File: config.mk
export PLATFORM = sky130hd
export DESIGN_NAME = bounded_deque_with_search
export DESIGN_NICKNAME = d
export VERILOG_FILES = /design/src/hdl/bdq_pkg.sv /design/src/hdl/bdq_ctrl.sv /design/src/hdl/bdq_dp.sv /design/src/hdl/bounded_deque_with_search.sv
export VERILOG_INCLUDE_DIRS = /design/src /design/src/hdl
export SDC_FILE = /design/constraint.sdc
export NUM_CORES = 1
export LEC_CHECK = 0
export BUFFER_PORTS_ARGS = -buffer_cell sky130_fd_sc_hd__buf_2
export CORE_MARGIN = 4
export CORE_UTILIZATION = 61
export DETAILED_ROUTE_END_ITERATION = 8
export GPL_ROUTABILITY_DRIVEN = 0
export PLACE_DENSITY = 0.76
export SLEW_MARGIN = 10
export SYNTH_ARGS = -nofsm -noshare
export SYNTH_HDL_FRONTEND = slang
export SYNTH_HIERARCHICAL = 1
export SYNTH_SLANG_ARGS = --single-unit
File: constraint.sdc
create_clock -name clk -period 7.25 [get_ports clk]
set_input_delay 1.0875 -clock clk [delete_from_list [all_inputs] [get_ports clk]]
set_output_delay 1.0875 -clock clk [all_outputs]
set_load 0.01 [all_outputs]
File: src/hdl/bounded_deque_with_search_macros.svh
`ifndef BOUNDED_DEQUE_WITH_SEARCH_MACROS_SVH
`define BOUNDED_DEQUE_WITH_SEARCH_MACROS_SVH

// Concurrent check on the rising edge of clk, switched off while reset is held.
`define BDQ_ASSERT(lbl, prop, msg) \
  lbl: assert property (@(posedge clk) disable iff (!rst_n) (prop)) else $error(msg);

// Concurrent check on the rising edge of clk that also holds during reset.
`define BDQ_ASSERT_ALWAYS(lbl, prop, msg) \
  lbl: assert property (@(posedge clk) (prop)) else $error(msg);

`endif

File: src/hdl/bdq_pkg.sv
`default_nettype none

package bdq_pkg;

  localparam int DEPTH_DEF = 16;

  localparam logic [2:0] OP_PUSH_FRONT = 3'd0;
  localparam logic [2:0] OP_PUSH_BACK  = 3'd1;
  localparam logic [2:0] OP_POP_FRONT  = 3'd2;
  localparam logic [2:0] OP_POP_BACK   = 3'd3;
  localparam logic [2:0] OP_SEARCH     = 3'd4;

  localparam logic [1:0] ST_DONE      = 2'd0;
  localparam logic [1:0] ST_EMPTY     = 2'd1;
  localparam logic [1:0] ST_FULL      = 2'd2;
  localparam logic [1:0] ST_NOT_FOUND = 2'd3;

  localparam logic [2:0] ASEL_FRONT      = 3'd0;
  localparam logic [2:0] ASEL_FRONT_PREV = 3'd1;
  localparam logic [2:0] ASEL_BACK_NEW   = 3'd2;
  localparam logic [2:0] ASEL_BACK_LAST  = 3'd3;
  localparam logic [2:0] ASEL_SCAN_NEXT  = 3'd4;

  typedef struct packed {
    logic [2:0]         opcode;
    logic signed [31:0] value;
  } in_item_t;

  typedef struct packed {
    logic [1:0]         status;
    logic signed [31:0] removed_value;
    logic [3:0]         found_position;
    logic [4:0]         entry_count;
  } out_item_t;

  typedef struct packed {
    logic       load;
    logic [2:0] addr_sel;
    logic       mem_wr;
    logic       front_dec;
    logic       front_inc;
    logic       cnt_inc;
    logic       cnt_dec;
    logic       scan_clr;
    logic       scan_inc;
    logic       respond;
    logic [1:0] res_status;
    logic       take_removed;
    logic       take_position;
  } cmd_t;

  typedef struct packed {
    logic [2:0] opcode;
    logic       full;
    logic       empty;
    logic       match;
    logic       last;
  } stat_t;

endpackage

`default_nettype wire

File: src/hdl/bdq_ctrl.sv
`default_nettype none
`include "bounded_deque_with_search_macros.svh"

module bdq_ctrl (
  input  wire logic          clk,
  input  wire logic          rst_n,
  input  wire logic          start,
  output logic               busy,
  output logic               out_valid,
  input  wire bdq_pkg::stat_t stat,
  output bdq_pkg::cmd_t      cmd
);

  localparam logic [1:0] S_IDLE = 2'd0;
  localparam logic [1:0] S_EXEC = 2'd1;
  localparam logic [1:0] S_POP  = 2'd2;
  localparam logic [1:0] S_SRCH = 2'd3;

  logic [1:0] state_r, state_nxt;
  logic       out_valid_r;

  always_comb begin
    cmd       = '0;
    state_nxt = state_r;
    unique case (state_r)
      S_IDLE: begin
        if (start) begin
          cmd.load  = 1'b1;
          state_nxt = S_EXEC;
        end
      end
      S_EXEC: begin
        state_nxt = S_IDLE;
        unique case (stat.opcode)
          bdq_pkg::OP_PUSH_FRONT: begin
            cmd.respond = 1'b1;
            if (stat.full) begin
              cmd.res_status = bdq_pkg::ST_FULL;
            end else begin
              cmd.res_status = bdq_pkg::ST_DONE;
              cmd.addr_sel   = bdq_pkg::ASEL_FRONT_PREV;
              cmd.mem_wr     = 1'b1;
              cmd.front_dec  = 1'b1;
              cmd.cnt_inc    = 1'b1;
            end
          end
          bdq_pkg::OP_PUSH_BACK: begin
            cmd.respond = 1'b1;
            if (stat.full) begin
              cmd.res_status = bdq_pkg::ST_FULL;
            end else begin
              cmd.res_status = bdq_pkg::ST_DONE;
              cmd.addr_sel   = bdq_pkg::ASEL_BACK_NEW;
              cmd.mem_wr     = 1'b1;
              cmd.cnt_inc    = 1'b1;
            end
          end
          bdq_pkg::OP_POP_FRONT: begin
            if (stat.empty) begin
              cmd.respond    = 1'b1;
              cmd.res_status = bdq_pkg::ST_EMPTY;
            end else begin
              cmd.addr_sel  = bdq_pkg::ASEL_FRONT;
              cmd.front_inc = 1'b1;
              cmd.cnt_dec   = 1'b1;
              state_nxt     = S_POP;
            end
          end
          bdq_pkg::OP_POP_BACK: begin
            if (stat.empty) begin
              cmd.respond    = 1'b1;
              cmd.res_status = bdq_pkg::ST_EMPTY;
            end else begin
              cmd.addr_sel = bdq_pkg::ASEL_BACK_LAST;
              cmd.cnt_dec  = 1'b1;
              state_nxt    = S_POP;
            end
          end
          bdq_pkg::OP_SEARCH: begin
            if (stat.empty) begin
              cmd.respond    = 1'b1;
              cmd.res_status = bdq_pkg::ST_NOT_FOUND;
            end else begin
              cmd.addr_sel = bdq_pkg::ASEL_FRONT;
              cmd.scan_clr = 1'b1;
              state_nxt    = S_SRCH;
            end
          end
          default: begin
            cmd.respond    = 1'b1;
            cmd.res_status = bdq_pkg::ST_DONE;
          end
        endcase
      end
      S_POP: begin
        cmd.respond      = 1'b1;
        cmd.res_status   = bdq_pkg::ST_DONE;
        cmd.take_removed = 1'b1;
        state_nxt        = S_IDLE;
      end
      S_SRCH: begin
        cmd.addr_sel = bdq_pkg::ASEL_SCAN_NEXT;
        cmd.scan_inc = 1'b1;
        priority if (stat.match) begin
          cmd.respond       = 1'b1;
          cmd.res_status    = bdq_pkg::ST_DONE;
          cmd.take_position = 1'b1;
          state_nxt         = S_IDLE;
        end else if (stat.last) begin
          cmd.respond    = 1'b1;
          cmd.res_status = bdq_pkg::ST_NOT_FOUND;
          state_nxt      = S_IDLE;
        end else begin
          state_nxt = S_SRCH;
        end
      end
      default: begin
        state_nxt = S_IDLE;
      end
    endcase
  end

  always_ff @(posedge clk) begin
    if (!rst_n) begin
      state_r     <= S_IDLE;
      out_valid_r <= 1'b0;
    end else begin
      state_r     <= state_nxt;
      out_valid_r <= cmd.respond;
    end
  end

  assign busy      = (state_r != S_IDLE);
  assign out_valid = out_valid_r;

  `BDQ_ASSERT(a_strobe_single, out_valid_r |=> !out_valid_r, "result strobe held for two cycles")
  `BDQ_ASSERT(a_idle_with_result, $fell(busy) |-> out_valid_r, "block went idle without a result")
  `BDQ_ASSERT(a_start_takes, (start && !busy) |=> busy, "accepted beat did not raise busy")

endmodule

`default_nettype wire

File: src/hdl/bdq_dp.sv
`default_nettype none
`include "bounded_deque_with_search_macros.svh"

module bdq_dp #(
  parameter int DEPTH = bdq_pkg::DEPTH_DEF
) (
  input  wire logic               clk,
  input  wire logic               rst_n,
  input  wire bdq_pkg::in_item_t  in_item,
  input  wire bdq_pkg::cmd_t      cmd,
  output bdq_pkg::stat_t          stat,
  output bdq_pkg::out_item_t      out_item
);

  localparam int IDX_W = $clog2(DEPTH);
  localparam int CNT_W = $clog2(DEPTH + 1);
  localparam int SUM_W = CNT_W + 1;

  function automatic logic [IDX_W-1:0] ring_slot(input logic [IDX_W-1:0] base,
                                                 input logic [CNT_W-1:0] off);
    logic [SUM_W-1:0] sum;
    sum = SUM_W'(base) + SUM_W'(off);
    if (sum >= SUM_W'(DEPTH)) begin
      sum = sum - SUM_W'(DEPTH);
    end
    return sum[IDX_W-1:0];
  endfunction

  logic signed [31:0] mem [DEPTH];
  logic signed [31:0] rdata_r;
  bdq_pkg::in_item_t  item_r;
  bdq_pkg::out_item_t res_r, res_nxt;
  logic [IDX_W-1:0]   front_r, front_nxt;
  logic [CNT_W-1:0]   count_r, count_nxt;
  logic [IDX_W-1:0]   scan_r, scan_nxt;
  logic [CNT_W-1:0]   scan_succ;
  logic [CNT_W-1:0]   addr_off;
  logic [CNT_W-1:0]   front_off;
  logic [IDX_W-1:0]   addr;
  logic [31:0]        pos_ext;
  logic [31:0]        cnt_ext;

  assign scan_succ = CNT_W'(scan_r) + CNT_W'(1);

  always_comb begin
    unique case (cmd.addr_sel)
      bdq_pkg::ASEL_FRONT:      addr_off = '0;
      bdq_pkg::ASEL_FRONT_PREV: addr_off = CNT_W'(DEPTH - 1);
      bdq_pkg::ASEL_BACK_NEW:   addr_off = count_r;
      bdq_pkg::ASEL_BACK_LAST:  addr_off = count_r - CNT_W'(1);
      bdq_pkg::ASEL_SCAN_NEXT:  addr_off = scan_succ;
      default:                  addr_off = '0;
    endcase
  end

  assign addr      = ring_slot(front_r, addr_off);
  assign front_off = cmd.front_dec ? CNT_W'(DEPTH - 1) : CNT_W'(1);

  always_comb begin
    front_nxt = front_r;
    if (cmd.front_dec || cmd.front_inc) begin
      front_nxt = ring_slot(front_r, front_off);
    end
    count_nxt = count_r;
    if (cmd.cnt_inc) begin
      count_nxt = count_r + CNT_W'(1);
    end else if (cmd.cnt_dec) begin
      count_nxt = count_r - CNT_W'(1);
    end
    scan_nxt = scan_r;
    if (cmd.scan_clr) begin
      scan_nxt = '0;
    end else if (cmd.scan_inc) begin
      scan_nxt = scan_succ[IDX_W-1:0];
    end
  end

  assign pos_ext = 32'(scan_r);
  assign cnt_ext = 32'(count_nxt);

  always_comb begin
    res_nxt                = res_r;
    res_nxt.status         = cmd.res_status;
    res_nxt.removed_value  = cmd.take_removed ? rdata_r : 32'sd0;
    res_nxt.found_position = cmd.take_position ? pos_ext[3:0] : 4'd0;
    res_nxt.entry_count    = cnt_ext[4:0];
  end

  always_ff @(posedge clk) begin
    if (cmd.mem_wr) begin
      mem[addr] <= item_r.value;
    end
    rdata_r <= mem[addr];
  end

  always_ff @(posedge clk) begin
    if (cmd.load) begin
      item_r <= in_item;
    end
    if (cmd.respond) begin
      res_r <= res_nxt;
    end
  end

  always_ff @(posedge clk) begin
    if (!rst_n) begin
      front_r <= '0;
      count_r <= '0;
      scan_r  <= '0;
    end else begin
      front_r <= front_nxt;
      count_r <= count_nxt;
      scan_r  <= scan_nxt;
    end
  end

  assign stat.opcode = item_r.opcode;
  assign stat.full   = (count_r == CNT_W'(DEPTH));
  assign stat.empty  = (count_r == '0);
  assign stat.match  = (rdata_r == item_r.value);
  assign stat.last   = (scan_succ == count_r);

  assign out_item = res_r;

  `BDQ_ASSERT_ALWAYS(a_count_bound, !rst_n || count_r <= CNT_W'(DEPTH), "entry count above depth")
  `BDQ_ASSERT(a_no_push_full, cmd.mem_wr |-> !stat.full, "write issued into a full store")

endmodule

`default_nettype wire

File: src/hdl/bounded_deque_with_search.sv
// Push, unused opcode or refused pop/search: the result strobe is registered from the execute state;
// the next beat is taken only once the block is idle again, never before the last result.
// Pop: the removed value comes from a registered memory read, and the result from a separate pop state.
// Search: the scan reads one entry from memory per cycle, starting at the front, and stops at the
// first match or after the last entry.
// Synchronous active-low reset empties the store; the receiver cannot stall the result.
`default_nettype none

module bounded_deque_with_search #(
  parameter int DEPTH = bdq_pkg::DEPTH_DEF
) (
  input  wire logic              clk,
  input  wire logic              rst_n,
  input  wire logic              start,
  output logic                   busy,
  input  wire bdq_pkg::in_item_t in_item,
  output logic                   out_valid,
  output bdq_pkg::out_item_t     out_item
);

  bdq_pkg::cmd_t  cmd;
  bdq_pkg::stat_t stat;

  bdq_ctrl u_ctrl (
    .clk       (clk),
    .rst_n     (rst_n),
    .start     (start),
    .busy      (busy),
    .out_valid (out_valid),
    .stat      (stat),
    .cmd       (cmd)
  );

  bdq_dp #(
    .DEPTH (DEPTH)
  ) u_dp (
    .clk      (clk),
    .rst_n    (rst_n),
    .in_item  (in_item),
    .cmd      (cmd),
    .stat     (stat),
    .out_item (out_item)
  );

endmodule

`default_nettype wire

==> results.toml <==
[logic_synthesis]
synth_edf_count = 590
synthAdderAreaFrac_pct = 0.629
ys_warn_count = 6
synth_top_family_by_area = "multiplexers"
ys.flop_type = "edfxtp_1"
yosysTopAreaCellShare_pct = 73.0
ys_top_cells_by_area = "edfxtp_1, mux4_2, dfxtp_1"
ys_ff_latch = 638
syn_inst = 1103
syn_area_mm2 = 0.0243
synth-xor-area-share_pct = 1.88
synthSimpleGateAreaFrac_pct = 3.35
yosysTopAreaCell = "edfxtp_1"
synthArstFlopShare_pct = 0
yosysSeqAreaShare_pct = 76.9
syn-num-nets = 1152
synth_compound_area_share_pct = 1.06
muxShareOfSynthArea_pct = 15.0
avgSynthCellArea_um2 = 22.0
yosysUniqueCellTypes = 58

[placed_design]
port-buffer-count = 82
dp_cells = 1686
placed_cell_area_mm2 = 0.0256
hpwl_mm = 28.6

[worst_setup_path]
timing.rr.end = "u_dp/rdata_r[4]"
r2r_setup_slack_ns = 1.33
crit_path_max_incr_delay_ns = 1.44
required_ns = 7.73
critPathCaptureType = "register"
setup.worst_path.start_class = "register"
crit_path_start = "u_dp/count_r[0]"
crit_family = "adder cells"
r2r_cells = 12
path_class = "reg2reg"
worst-path-buf-inv = 2
cp_max_fo = 59
cp_common_cell = "mux4_2"
r2r_start = "u_dp/count_r[0]"
crit_chain = "inv_1 -> ha_1 -> nor4b_1 -> a211oi_1 -> nor2b_1 -> mux2i_1 -> o22ai_1 -> ha_4 -> fa_4 -> buf_4 -> mux4_2 -> mux4_2"
cp_slowest_cell = "fa_4"
arrival_ns = 6.40

[power_and_ir_drop]
leakagePower_nw = 8.84
powerDensity_mw_per_mm2 = 275
irDropWorstVdd_mv = 0.254

[worst_hold_path]
hold_end = "u_ctrl/state_r[1]"
hold_depth = 2
hold_start = "u_ctrl/state_r[0]"
hp-class = "reg2reg"

[drt]
route.final.wire_length_mm = 52.8
drc = 0
vias = 11600
vias_per_cell = 6.44
drtIter0Drc = 1424
wl_per_cell_um = 29.4
dr.pass1.iters = 5
drtAntennaViolNets = 0

[grt]
overflow = 0
antenna_found_initial = 1
grt_pass1_vias = 11900
track_usage_pct = 24.6
grt_first_pass_wirelength_mm = 78.5
grt_max_degree = 82

[clock_tree]
post_cts_buffers = 0
clockBufferDepth = 3
root_buffer = "clkbuf_16"
cts_sinks = 638
htreeDepth = 2
hold_buffers = 0
cts_buffers = 60
clkTransAtPathRegs_ns = 0.06
clkLatencyLatePin_ns = 0.62
cts.repair.resized = 0
cts_tree = "yes"

[final_layout]
antenna_cells = 0
drive_gt1_share_pct = 31.7
fin_nets = 1279
area_growth_pct = 13.5
fillers = 2258
regArea_mm2 = 0.0187
final_area_mm2 = 0.0276
multi_input_area_mm2 = 0.00546
final_cells = 1799

[sta]
clock_skew_ns = 0.0274
fmax_mhz = 169
post-route-period-util_pct = 81.7
finalCriticalPeriod_ns = 5.92
setup_viol = 0
rsz0062_at_grt = "false"
fin_tns_setup_ns = 0
slew_headroom_pct = 23.8
maxSlewViolCount = 0
tightest_slew_ns = 1.13
hold_viol = 0

[die]
io_pins = 83
die_area_mm2 = 0.0431
rows = 72
core_mm2 = 0.0390
die_w_um = 208
initial_core_util_pct = 62.2
fp.dieH_um = 208

[run_status]
outcome = "completed"

[flow_run]
drv_cap = 0
==> worst register-to-register path, stage by stage (launching register included) <==
cell	delay, ns
dfxtp_1	0.41
inv_1	0.12
ha_1	0.15
nor4b_1	0.77
a211oi_1	0.40
nor2b_1	0.26
mux2i_1	0.19
o22ai_1	0.14
ha_4	0.24
fa_4	1.44
buf_4	0.71
mux4_2	0.47
mux4_2	0.49
==> metal layers <==
layer | GRT usage [%] | share of wire [%] | vias to the layer above
met5 | 0 | 0.013 | -
met1 | 36.1 | 39 | 6145
met4 | 6.73 | 2.3 | 2
li1 | - | - | 4798
met3 | 3.99 | 8.8 | 79
met2 | 39.7 | 50 | 558
==> how the worst max path moves through the flow <==
stage / to / depth (start not counted)
detailed placement: u_dp/rdata_r[31] / 12
CTS: u_dp/rdata_r[4] / 12
global route: u_dp/rdata_r[4] / 12
floorplan: u_dp/mem[0][0] / 19
global placement: u_dp/rdata_r[31] / 12
finish: u_dp/rdata_r[4] / 12
==> sequential cells by signal (all words and copies together) (netlist names) <==
| name | cells |
|---|---|
| u_dp/mem | 512 |
| u_dp/out_item | 43 |
| u_dp/item_r | 32 |
| u_dp/rdata_r | 32 |
| u_dp/count_r | 5 |
| u_dp/front_r | 4 |
| u_dp/scan_r | 4 |
| u_dp/stat | 3 |
| u_ctrl/state_r | 2 |
| u_ctrl/out_valid | 1 |
==> layout make-up <==
| cell class | count | share of cell area (%) |
|---|---|---|
| clock buffers | 78 | 5.99 |
| clock inverters | 35 | 1.32 |
| multi-input cells | 397 | 19.8 |
| flip-flops and latches | 638 | 67.8 |
| inverters | 13 | 0.177 |
| well taps | 518 | 2.35 |
| repair buffers | 120 | 2.61 |
==> placed cells by master, fill, tap and decap left out, types with 2 or more instances in the layout <==
master        n
edfxtp_1    590
mux4_2      160
buf_2        82
clkbuf_16    61
dfxtp_1      48
and2_1       44
xor2_1       40
buf_4        36
nor3_2       16
clkinv_2     13
inv_1        13
clkbuf_1     11
nand2_1      11
o21ai_0      10
nor2_1       10
nor4_1       10
xnor2_1      10
clkinv_1      8
ha_1          8
bufinv_16     6
clkbuf_8      6
nor3_1        6
a21oi_1       5
clkinvlp_4    4
nor2b_1       4
nand3_1       4
nand4_1       4
nand2b_1      4
o22ai_1       3
mux2i_1       3
nand3b_1      3
inv_16        2
o211ai_1      2
a21o_1        2
a32oi_1       2
buf_12        2
==> synthesized netlist by cell type, types with 2 or more instances <==
| library cell | n |
|---|---|
| edfxtp_1 | 590 |
| mux4_2 | 160 |
| dfxtp_1 | 48 |
| and2_1 | 44 |
| xor2_1 | 41 |
| clkbuf_1 | 32 |
| nor3_1 | 22 |
| inv_1 | 13 |
| nand2_1 | 11 |
| nor2_1 | 11 |
| xnor2_1 | 11 |
| buf_2 | 10 |
| nor4_1 | 10 |
| o21ai_0 | 10 |
| ha_1 | 9 |
| buf_1 | 7 |
| buf_4 | 6 |
| a21oi_1 | 5 |
| nor2b_1 | 5 |
| nand2b_1 | 4 |
| nand3_1 | 4 |
| nand4_1 | 4 |
| mux2i_1 | 3 |
| nand3b_1 | 3 |
| o22ai_1 | 3 |
| a21o_1 | 2 |
| a32oi_1 | 2 |
| fa_1 | 2 |
| o211ai_1 | 2 |
==> stage by stage <==
step	util [%]	hold WS (ns)	worst slack (ns)	total power, W
2_1_floorplan	-	0.484	0.558	0.00438
3_3_place_gp	65.5	0.532	1.54	0.00448
3_5_place_dp	65.5	0.549	1.37	0.00449
4_1_cts	70.7	0.548	1.33	0.00763
5_1_grt	70.7	0.587	1.01	0.00782
6_report	70.7	0.543	1.33	0.00758
==> kinds of logic after synthesis <==
group | Yosys count
simple gates | 134
mux | 163
xor+xnor | 52
flops | 638
fa+ha+maj | 11
compound gates | 37
buf+inv | 68
==> where the power goes <==
| group | switching [W] | internal, W |
|---|---|---|
| Sequential | 0.0000700 | 0.00407 |
| Clock | 0.00134 | 0.00183 |
| Combinational | 0.000144 | 0.000131 |
| Total | 0.00156 | 0.00603 |
(Power assumes the default switching activity.)
